### config.mk
export PLATFORM = sky130hd
export DESIGN_NAME = fm_synth_register_write_encoder_top_flat
export DESIGN_NICKNAME = d
export VERILOG_FILES = /design/src/sv/fmwe_pkg.sv /design/src/sv/fmwe_cmd_if.sv /design/src/sv/fmwe_wr_if.sv /design/src/sv/fmwe_decode.sv /design/src/sv/fmwe_emit.sv /design/src/sv/fm_synth_register_write_encoder_top.sv /design/src/flat_wrapper.sv
export SDC_FILE = /design/constraint.sdc
export NUM_CORES = 1
export LEC_CHECK = 0
export ABC_AREA = 1
export BUFFER_PORTS_ARGS = -buffer_cell sky130_fd_sc_hd__buf_2
export CORE_ASPECT_RATIO = 0.6
export CORE_MARGIN = 1
export CORE_UTILIZATION = 58
export DETAILED_ROUTE_END_ITERATION = 6
export PLACE_DENSITY_LB_ADDON = 0.1
export SETUP_SLACK_MARGIN = 0.05
export SYNTH_ARGS = -nofsm -noshare
export SYNTH_HDL_FRONTEND = slang
export SYNTH_SLANG_ARGS = --single-unit
export TNS_END_PERCENT = 30
### constraint.sdc
create_clock -name clk -period 3.79 [get_ports clk]
set_input_delay 0.1895 -clock clk [delete_from_list [all_inputs] [get_ports clk]]
set_output_delay 0.1895 -clock clk [all_outputs]
set_load 0.1 [all_outputs]
### src/sv/fmwe_pkg.sv
// Shared types, codes and tables for the FM register write encoder.
package fmwe_pkg;

    typedef enum logic [3:0] {
        CMD_INIT     = 4'd0,
        CMD_DT_ML    = 4'd1,
        CMD_TL       = 4'd2,
        CMD_KS_AR    = 4'd3,
        CMD_AM_DR    = 4'd4,
        CMD_SR       = 4'd5,
        CMD_SL_RR    = 4'd6,
        CMD_SSGEG    = 4'd7,
        CMD_FNUM     = 4'd8,
        CMD_FB_CN    = 4'd9,
        CMD_PAN      = 4'd10,
        CMD_KEY      = 4'd11
    } cmd_t;

    localparam logic [1:0] CHIP_FIRST  = 2'd0;
    localparam logic [1:0] CHIP_SECOND = 2'd1;
    localparam logic [1:0] CHIP_BOTH   = 2'd2;

    localparam logic [7:0] ADDR_LFO_SETUP = 8'h22 - 8'h02;
    localparam logic [7:0] DATA_LFO_SETUP = 8'h02;
    localparam logic [7:0] ADDR_MODE      = 8'h29;
    localparam logic [7:0] DATA_MODE      = 8'h80;
    localparam logic [7:0] ADDR_KEY       = 8'h28;
    localparam logic [7:0] ADDR_DT_ML     = 8'h30;
    localparam logic [7:0] ADDR_TL        = 8'h40;
    localparam logic [7:0] ADDR_KS_AR     = 8'h50;
    localparam logic [7:0] ADDR_AM_DR     = 8'h60;
    localparam logic [7:0] ADDR_SR        = 8'h70;
    localparam logic [7:0] ADDR_SL_RR     = 8'h80;
    localparam logic [7:0] ADDR_SSGEG     = 8'h90;
    localparam logic [7:0] ADDR_FNUM_LO   = 8'hA0;
    localparam logic [7:0] ADDR_FNUM_HI   = 8'hA4;
    localparam logic [7:0] ADDR_FB_CN     = 8'hB0;
    localparam logic [7:0] ADDR_PAN       = 8'hB4;

    typedef struct packed {
        logic [3:0]  command;
        logic [3:0]  channel;
        logic [3:0]  operator;
        logic [10:0] value_a;
        logic [3:0]  value_b;
        logic [1:0]  pan_bits;
    } cmd_word_t;

    typedef struct packed {
        logic [1:0] chip_select;
        logic       port_select;
        logic [7:0] reg_address;
        logic [7:0] reg_data;
        logic       last_write;
    } wr_word_t;

    typedef struct packed {
        logic [1:0] count;
        wr_word_t   first;
        wr_word_t   second;
    } wr_pair_t;

    typedef struct packed {
        logic       ok;
        logic       chip;
        logic       port;
        logic [1:0] pos;
    } chan_loc_t;

    function automatic logic [3:0] slot_offset(input logic [1:0] slot);
        logic [3:0] r;
        case (slot)
            2'd0:    r = 4'd0;
            2'd1:    r = 4'd8;
            2'd2:    r = 4'd4;
            default: r = 4'd12;
        endcase
        return r;
    endfunction

    function automatic chan_loc_t chan_loc(input logic [3:0] ch);
        chan_loc_t r;
        r = '0;
        case (ch)
            4'd0:    r = '{1'b1, 1'b0, 1'b0, 2'd0};
            4'd1:    r = '{1'b1, 1'b0, 1'b0, 2'd1};
            4'd2:    r = '{1'b1, 1'b0, 1'b0, 2'd2};
            4'd3:    r = '{1'b1, 1'b0, 1'b1, 2'd0};
            4'd4:    r = '{1'b1, 1'b0, 1'b1, 2'd1};
            4'd5:    r = '{1'b1, 1'b0, 1'b1, 2'd2};
            4'd6:    r = '{1'b1, 1'b1, 1'b0, 2'd0};
            4'd7:    r = '{1'b1, 1'b1, 1'b0, 2'd1};
            4'd8:    r = '{1'b1, 1'b1, 1'b0, 2'd2};
            4'd9:    r = '{1'b1, 1'b1, 1'b1, 2'd0};
            4'd10:   r = '{1'b1, 1'b1, 1'b1, 2'd1};
            4'd11:   r = '{1'b1, 1'b1, 1'b1, 2'd2};
            default: r = '0;
        endcase
        return r;
    endfunction

endpackage

### src/sv/fmwe_cmd_if.sv
// Command channel: valid/ready handshake with the command fields.
interface fmwe_cmd_if;
    logic        valid;
    logic        ready;
    logic [3:0]  command;
    logic [3:0]  channel;
    logic [3:0]  operator;
    logic [10:0] value_a;
    logic [3:0]  value_b;
    logic [1:0]  pan_bits;

    modport source (
        output valid, command, channel, operator, value_a, value_b, pan_bits,
        input  ready
    );
    modport sink (
        input  valid, command, channel, operator, value_a, value_b, pan_bits,
        output ready
    );
endinterface

### src/sv/fmwe_wr_if.sv
// Register write channel: valid/ready handshake with one chip-register write.
interface fmwe_wr_if;
    logic       valid;
    logic       ready;
    logic [1:0] chip_select;
    logic       port_select;
    logic [7:0] reg_address;
    logic [7:0] reg_data;
    logic       last_write;

    modport source (
        output valid, chip_select, port_select, reg_address, reg_data, last_write,
        input  ready
    );
    modport sink (
        input  valid, chip_select, port_select, reg_address, reg_data, last_write,
        output ready
    );
endinterface

### src/sv/fmwe_decode.sv
// Command decoder: maps one command word to up to two register writes.
module fmwe_decode (
    input  fmwe_pkg::cmd_word_t word,
    output fmwe_pkg::wr_pair_t  pair
);
    import fmwe_pkg::*;

    chan_loc_t  loc;
    logic [3:0] oaddr;
    logic [7:0] op_addr;
    logic [7:0] pos_addr;
    wr_word_t   w0;
    wr_word_t   w1;
    logic [1:0] count;

    assign loc      = chan_loc(word.channel);
    assign oaddr    = slot_offset(word.operator[1:0]) + {2'b00, loc.pos};
    assign op_addr  = {4'b0000, oaddr};
    assign pos_addr = {6'b000000, loc.pos};

    always_comb
    begin
        w0             = '0;
        w1             = '0;
        count          = 2'd0;
        w0.chip_select = loc.chip ? CHIP_SECOND : CHIP_FIRST;
        w0.port_select = loc.port;
        w0.last_write  = 1'b1;
        w1.chip_select = w0.chip_select;
        w1.port_select = loc.port;
        w1.last_write  = 1'b1;
        if (word.command == CMD_INIT)
        begin
            count          = 2'd2;
            w0.chip_select = CHIP_BOTH;
            w0.port_select = 1'b0;
            w0.reg_address = ADDR_LFO_SETUP;
            w0.reg_data    = DATA_LFO_SETUP;
            w0.last_write  = 1'b0;
            w1.chip_select = CHIP_BOTH;
            w1.port_select = 1'b0;
            w1.reg_address = ADDR_MODE;
            w1.reg_data    = DATA_MODE;
        end
        else if (loc.ok)
        begin
            count = 2'd1;
            case (word.command)
                CMD_DT_ML:
                begin
                    w0.reg_address = ADDR_DT_ML + op_addr;
                    w0.reg_data    = {1'b0, word.value_b[2:0], word.value_a[3:0]};
                end
                CMD_TL:
                begin
                    w0.reg_address = ADDR_TL + op_addr;
                    w0.reg_data    = {1'b0, word.value_a[6:0]};
                end
                CMD_KS_AR:
                begin
                    w0.reg_address = ADDR_KS_AR + op_addr;
                    w0.reg_data    = {word.value_b[1:0], 1'b0, word.value_a[4:0]};
                end
                CMD_AM_DR:
                begin
                    w0.reg_address = ADDR_AM_DR + op_addr;
                    w0.reg_data    = {word.value_b[0], 2'b00, word.value_a[4:0]};
                end
                CMD_SR:
                begin
                    w0.reg_address = ADDR_SR + op_addr;
                    w0.reg_data    = {3'b000, word.value_a[4:0]};
                end
                CMD_SL_RR:
                begin
                    w0.reg_address = ADDR_SL_RR + op_addr;
                    w0.reg_data    = {word.value_b, word.value_a[3:0]};
                end
                CMD_SSGEG:
                begin
                    w0.reg_address = ADDR_SSGEG + op_addr;
                    w0.reg_data    = {4'b0000, word.value_a[3:0]};
                end
                CMD_FNUM:
                begin
                    count          = 2'd2;
                    w0.reg_address = ADDR_FNUM_HI + pos_addr;
                    w0.reg_data    = {2'b00, word.value_b[2:0], word.value_a[10:8]};
                    w0.last_write  = 1'b0;
                    w1.reg_address = ADDR_FNUM_LO + pos_addr;
                    w1.reg_data    = word.value_a[7:0];
                end
                CMD_FB_CN:
                begin
                    w0.reg_address = ADDR_FB_CN + pos_addr;
                    w0.reg_data    = {2'b00, word.value_b[2:0], word.value_a[2:0]};
                end
                CMD_PAN:
                begin
                    w0.reg_address = ADDR_PAN + pos_addr;
                    w0.reg_data    = {word.pan_bits, word.value_b[1:0], 1'b0,
                                      word.value_a[2:0]};
                end
                CMD_KEY:
                begin
                    w0.port_select = 1'b0;
                    w0.reg_address = ADDR_KEY;
                    w0.reg_data    = {word.operator, 1'b0, loc.port, loc.pos};
                end
                default:
                begin
                    count = 2'd0;
                end
            endcase
        end
    end

    assign pair.count  = count;
    assign pair.first  = w0;
    assign pair.second = w1;

endmodule

### src/sv/fmwe_emit.sv
// Write emitter: output register plus one pending write for two-write commands.
module fmwe_emit (
    input  logic               clk,
    input  logic               rst_n,
    input  logic               pair_valid,
    input  fmwe_pkg::wr_pair_t pair,
    output logic               pair_ready,
    fmwe_wr_if.source          wr
);
    import fmwe_pkg::*;

    logic     out_valid_reg;
    logic     out_valid_next;
    wr_word_t out_word_reg;
    wr_word_t out_word_next;
    logic     pend_valid_reg;
    logic     pend_valid_next;
    wr_word_t pend_word_reg;
    wr_word_t pend_word_next;
    logic     out_free;
    logic     take_pair;

    assign out_free   = !out_valid_reg || wr.ready;
    assign pair_ready = !pend_valid_reg && out_free;
    assign take_pair  = pair_valid && pair_ready;

    always_comb
    begin
        out_valid_next  = out_valid_reg;
        out_word_next   = out_word_reg;
        pend_valid_next = pend_valid_reg;
        pend_word_next  = pend_word_reg;
        if (out_free)
        begin
            out_valid_next = 1'b0;
        end
        if (take_pair)
        begin
            if (pair.count != 2'd0)
            begin
                out_valid_next = 1'b1;
                out_word_next  = pair.first;
            end
            if (pair.count == 2'd2)
            begin
                pend_valid_next = 1'b1;
                pend_word_next  = pair.second;
            end
        end
        else if (out_free && pend_valid_reg)
        begin
            // advance the held second write
            out_valid_next  = 1'b1;
            out_word_next   = pend_word_reg;
            pend_valid_next = 1'b0;
        end
    end

    always_ff @(posedge clk or negedge rst_n)
    begin
        if (!rst_n)
        begin
            out_valid_reg  <= 1'b0;
            pend_valid_reg <= 1'b0;
        end
        else
        begin
            out_valid_reg  <= out_valid_next;
            pend_valid_reg <= pend_valid_next;
        end
    end

    always_ff @(posedge clk)
    begin
        out_word_reg  <= out_word_next;
        pend_word_reg <= pend_word_next;
    end

    assign wr.valid       = out_valid_reg;
    assign wr.chip_select = out_word_reg.chip_select;
    assign wr.port_select = out_word_reg.port_select;
    assign wr.reg_address = out_word_reg.reg_address;
    assign wr.reg_data    = out_word_reg.reg_data;
    assign wr.last_write  = out_word_reg.last_write;

endmodule

### src/sv/fm_synth_register_write_encoder_top.sv
// A taken command is registered, decoded, and its first write held in the output register.
// Throughput: one command per cycle when each gives one write and the port is not stalled;
// init and frequency commands give two writes; the next waits on the held second write.
// Commands with no write are taken at one per cycle while the write port is not stalled.
// Reset: rst_n clears the input, output and pending valid flags; nothing else is held.
module fm_synth_register_write_encoder_top (
    input  logic      clk,
    input  logic      rst_n,
    fmwe_cmd_if.sink  cmd,
    fmwe_wr_if.source wr
);
    import fmwe_pkg::*;

    logic      in_valid_reg;
    logic      in_valid_next;
    cmd_word_t in_word_reg;
    cmd_word_t in_word_next;
    wr_pair_t  pair;
    logic      pair_ready;
    logic      take_cmd;

    assign cmd.ready = !in_valid_reg || pair_ready;
    assign take_cmd  = cmd.valid && cmd.ready;

    always_comb
    begin
        in_valid_next = in_valid_reg;
        in_word_next  = in_word_reg;
        if (pair_ready)
        begin
            in_valid_next = 1'b0;
        end
        if (take_cmd)
        begin
            in_valid_next         = 1'b1;
            in_word_next.command  = cmd.command;
            in_word_next.channel  = cmd.channel;
            in_word_next.operator = cmd.operator;
            in_word_next.value_a  = cmd.value_a;
            in_word_next.value_b  = cmd.value_b;
            in_word_next.pan_bits = cmd.pan_bits;
        end
    end

    always_ff @(posedge clk or negedge rst_n)
    begin
        if (!rst_n)
        begin
            in_valid_reg <= 1'b0;
        end
        else
        begin
            in_valid_reg <= in_valid_next;
        end
    end

    always_ff @(posedge clk)
    begin
        in_word_reg <= in_word_next;
    end

    fmwe_decode u_decode (
        .word (in_word_reg),
        .pair (pair)
    );

    fmwe_emit u_emit (
        .clk        (clk),
        .rst_n      (rst_n),
        .pair_valid (in_valid_reg),
        .pair       (pair),
        .pair_ready (pair_ready),
        .wr         (wr)
    );

endmodule
### src/flat_wrapper.sv
// flat-port wrapper written by rule: the top's interface ports become plain ports
module fm_synth_register_write_encoder_top_flat import fmwe_pkg::*;
  (clk, rst_n, cmd_valid, cmd_command, cmd_channel, cmd_operator, cmd_value_a, cmd_value_b, cmd_pan_bits, cmd_ready, wr_valid, wr_chip_select, wr_port_select, wr_reg_address, wr_reg_data, wr_last_write, wr_ready);
  fmwe_cmd_if cmd_i ();
  fmwe_wr_if wr_i ();
  input  logic clk;
  input  logic rst_n;
  input wire logic [$bits(cmd_i.valid)-1:0] cmd_valid;
  input wire logic [$bits(cmd_i.command)-1:0] cmd_command;
  input wire logic [$bits(cmd_i.channel)-1:0] cmd_channel;
  input wire logic [$bits(cmd_i.operator)-1:0] cmd_operator;
  input wire logic [$bits(cmd_i.value_a)-1:0] cmd_value_a;
  input wire logic [$bits(cmd_i.value_b)-1:0] cmd_value_b;
  input wire logic [$bits(cmd_i.pan_bits)-1:0] cmd_pan_bits;
  output wire logic [$bits(cmd_i.ready)-1:0] cmd_ready;
  output wire logic [$bits(wr_i.valid)-1:0] wr_valid;
  output wire logic [$bits(wr_i.chip_select)-1:0] wr_chip_select;
  output wire logic [$bits(wr_i.port_select)-1:0] wr_port_select;
  output wire logic [$bits(wr_i.reg_address)-1:0] wr_reg_address;
  output wire logic [$bits(wr_i.reg_data)-1:0] wr_reg_data;
  output wire logic [$bits(wr_i.last_write)-1:0] wr_last_write;
  input wire logic [$bits(wr_i.ready)-1:0] wr_ready;
  assign cmd_i.valid = cmd_valid;
  assign cmd_i.command = cmd_command;
  assign cmd_i.channel = cmd_channel;
  assign cmd_i.operator = cmd_operator;
  assign cmd_i.value_a = cmd_value_a;
  assign cmd_i.value_b = cmd_value_b;
  assign cmd_i.pan_bits = cmd_pan_bits;
  assign cmd_ready = cmd_i.ready;
  assign wr_valid = wr_i.valid;
  assign wr_chip_select = wr_i.chip_select;
  assign wr_port_select = wr_i.port_select;
  assign wr_reg_address = wr_i.reg_address;
  assign wr_reg_data = wr_i.reg_data;
  assign wr_last_write = wr_i.last_write;
  assign wr_i.ready = wr_ready;
  fm_synth_register_write_encoder_top u_core (.clk(clk), .rst_n(rst_n), .cmd(cmd_i), .wr(wr_i));
endmodule
==> flow_summary.toml <==
[run_status]
outcome = "finished clean"

[die]
die_area_um2 = 5960
fp.dieH_um = 60.2
die_x_um = 99.0
coreArea_um2 = 5260
start_util = 0.623
num_rows = 20
io_pins = 55

[route]
drc = 0
wl_per_cell_um = 14.9
viasPerCell = 5.38
wl_mm = 6.59
ant_nets = 0
routed-via-count = 2380
drt-pass1-iter-count = 5
drtIter0Drc = 236

[global_route]
grt_max_degree = 23
overflow = 0
grt_pass1_wl_mm = 10.4
antenna_found_initial = 0
grt_pass1_vias = 2147
track_usage = 0.248

[placed_design]
placed_cell_area_um2 = 3620
place_ws_ps = 1380
port_buffers = 54
hpwl_mm = 4.96
routabilityCongestion = 0.999

[setup_path]
slowest_delay_ps = 640
startpoint = "u_core.in_word_reg[27]$_DFFE_PP_"
worstSetupPathType = "reg -> reg"
crit_path_cell_trace = "inv_1 > ha_1 > inv_2 > nor2_8 > nor2_8 > nand3_1 > nand3_1"
crit_path_end_kind = "flop"
r2r_cells = 7
cp.arrival_ps = 2320
critPathSlowestCell = "nand3_1"
r2r_slack_ps = 1310
worstPathRequired_ps = 3630
endpoint = "u_core.u_emit.wr.reg_data[0]$_DFFE_PP_"
r2r_start = "u_core.in_word_reg[27]$_DFFE_PP_"
r2r-end = "u_core.u_emit.wr.reg_data[0]$_DFFE_PP_"
start_kind = "flop"
critPathMaxFanout = 20

[layout]
n_antenna_cell = 0
largest_reg_flops = 29
syn_to_final_growth_pct = 17.6
final_area_um2 = 3850
drive_gt1_frac = 0.258
final_util = 0.733
nets = 411
fillers = 385

[clock_network]
clk_latency_ps = 350
cts.path.max_buffers = 2
cts.sinks = 72
cts_tree = "done"
htreeDepth = 3
path_clk_slew_ps = 70
numCtsBuffers = 9
cts_resized = 0
cts_root_buf = "clkbuf_8"

[sta]
rsz0062_at_grt = "no"
slew_viol_final = 0
tns_ps = 0
final_hold_viol_count = 0
clock.fmax_mhz = 404
relSlewSlack = 0.401
period_share = 0.654
fin_skew_ps = 9.06
worst_pin_slew_ps = 897
setup_ws_ps = 1310
setup_viol = 0
fin_crit_ps = 2480

[power]
power_density_nw_per_um2 = 636
p_leak_nw = 1.75
peakVddDrop_uv = 318
p_total_mw = 2.45

[synth]
yosys_warnings = 0
ys_ff_latch = 72
ys_seq_area_frac = 0.640
syn_area_um2 = 3280
syn_nets = 344
synth.distinct_cells = 31
syn_inst = 304
avgSynthCellArea_um2 = 10.8

[run]
drv_cap = 0

[hold_path]
worstHoldPathType = "in -> reg"
## cell usage in the layout (no fill, tap or decap), types with 2 or more instances in the layout
| master | synthesis | routed |
|---|---|---|
| nor2_8 | 3 | 3 |
| nor2_2 | 2 | 2 |
| clkbuf_8 | 0 | 10 |
| ha_1 | 7 | 7 |
| inv_2 | 5 | 5 |
| nor3_1 | 2 | 2 |
| nand2_1 | 80 | 80 |
| a22oi_1 | 3 | 3 |
| nor2_1 | 23 | 23 |
| dfxtp_1 | 5 | 5 |
| nand2_2 | 4 | 4 |
| dfrtp_1 | 3 | 3 |
| nand3_1 | 21 | 21 |
| o21ai_2 | 4 | 4 |
| clkinv_2 | 0 | 2 |
| buf_2 | 1 | 54 |
| inv_4 | 2 | 2 |
| inv_1 | 38 | 38 |
| nand2_4 | 3 | 3 |
| o21ai_0 | 8 | 8 |
| edfxtp_1 | 64 | 64 |
| dlygate4sd3_1 | 0 | 3 |
| o21ai_1 | 6 | 6 |
| a21oi_1 | 7 | 7 |
| nand4_1 | 4 | 4 |
## cell families after synthesis
kind of cell,after synthesis,synth area share
adder cells (fa/ha/maj),7,0.0267
AND/OR/NAND/NOR,144,0.207
AO/OA/AOI/OAI,34,0.0695
flip-flops,72,0.640
buffers and inverters,47,0.0569
## through the flow
step           hold slack, ps  cells
3_3_place_gp            -14.9    423
3_5_place_dp            -12.1    423
5_1_grt                  1.10    442
4_1_cts                 0.570    440
6_report                 11.3    442
2_1_floorplan            -106    304
## cell usage after synthesis
library cell  number  area, µm²
dfxtp_1            5        100
a211oi_1           1       7.51
o21ai_1            6       30.0
a31oi_4            1       21.3
o21ai_2            4       35.0
edfxtp_1          64       1920
inv_4              2       12.5
buf_2              1       5.00
inv_1             38        143
nor2_4             1       11.3
dfrtp_1            3       75.1
nor2_8             3       60.1
nand2_2            4       25.0
nand3_1           21        105
nand2_4            3       33.8
nor3b_1            1       7.51
nand2_1           80        300
o211ai_1           1       7.51
a22oi_1            3       22.5
buf_4              1       7.51
nor3_1             2       10.0
nor2_1            23       86.3
inv_2              5       18.8
nor2_2             2       12.5
ha_1               7       87.6
o22ai_2            1       12.5
nand4_1            4       25.0
o21ai_0            8       40.0
o21bai_1           1       7.51
a21oi_1            7       35.0
a21oi_2            1       8.76
## layout make-up
| cell class | count | area, µm² | area share |
|---|---|---|---|
| Timing Repair Buffer | 58 | 308 | 0.0799 |
| Sequential cell | 72 | 2100 | 0.545 |
| Clock buffer | 11 | 141 | 0.0367 |
| Clock inverter | 5 | 56.3 | 0.0146 |
| Tap cell | 66 | 82.6 | 0.0214 |
| Multi-Input combinational cell | 185 | 992 | 0.258 |
| Inverter | 45 | 174 | 0.0452 |
## repair_timing
item / in CTS / in global routing
hold endpoints to repair: 3 / 2
buffers inserted: 0 / 0
endpoints found under the setup margin: 0 / 0
hold buffers: 1 / 2
## report_power, final
| group | leakage [nW] | total [mW] | internal [mW] | switching (mW) |
|---|---|---|---|---|
| clock network | 0.0993 | 0.597 | 0.321 | 0.276 |
| registers | 0.697 | 1.04 | 1.00 | 0.0361 |
| logic | 0.956 | 0.811 | 0.142 | 0.669 |
| total | 1.75 | 2.45 | 1.47 | 0.981 |
## layer usage
layer | GRT usage | wire length, µm
met4 | 0.100 | 130
met5 | 0 | 0
met3 | 0.0725 | 642
met1 | 0.370 | 3230
met2 | 0.340 | 2580
## worst min-delay path by stage
stage	startpoint	end	cells past startpoint
floorplan	rst_n	u_core.in_valid_reg$_DFFE_PN0P_	0
global route	cmd_pan_bits[1]	u_core.in_word_reg[1]$_DFFE_PP_	1
CTS	cmd_value_a[3]	u_core.in_word_reg[9]$_DFFE_PP_	1
detailed placement	rst_n	u_core.in_valid_reg$_DFFE_PN0P_	1
finish	cmd_pan_bits[1]	u_core.in_word_reg[1]$_DFFE_PP_	1
global placement	rst_n	u_core.u_emit.wr.valid$_DFF_PN0_	1
## worst max-delay path, delay by kind of cell, from the launching register on
kind          cells  cell delay, ps
buf+inv           2             250
flops             1             420
fa+ha+maj         1             300
simple gates      4            1000
(Power assumes the default switching activity.)
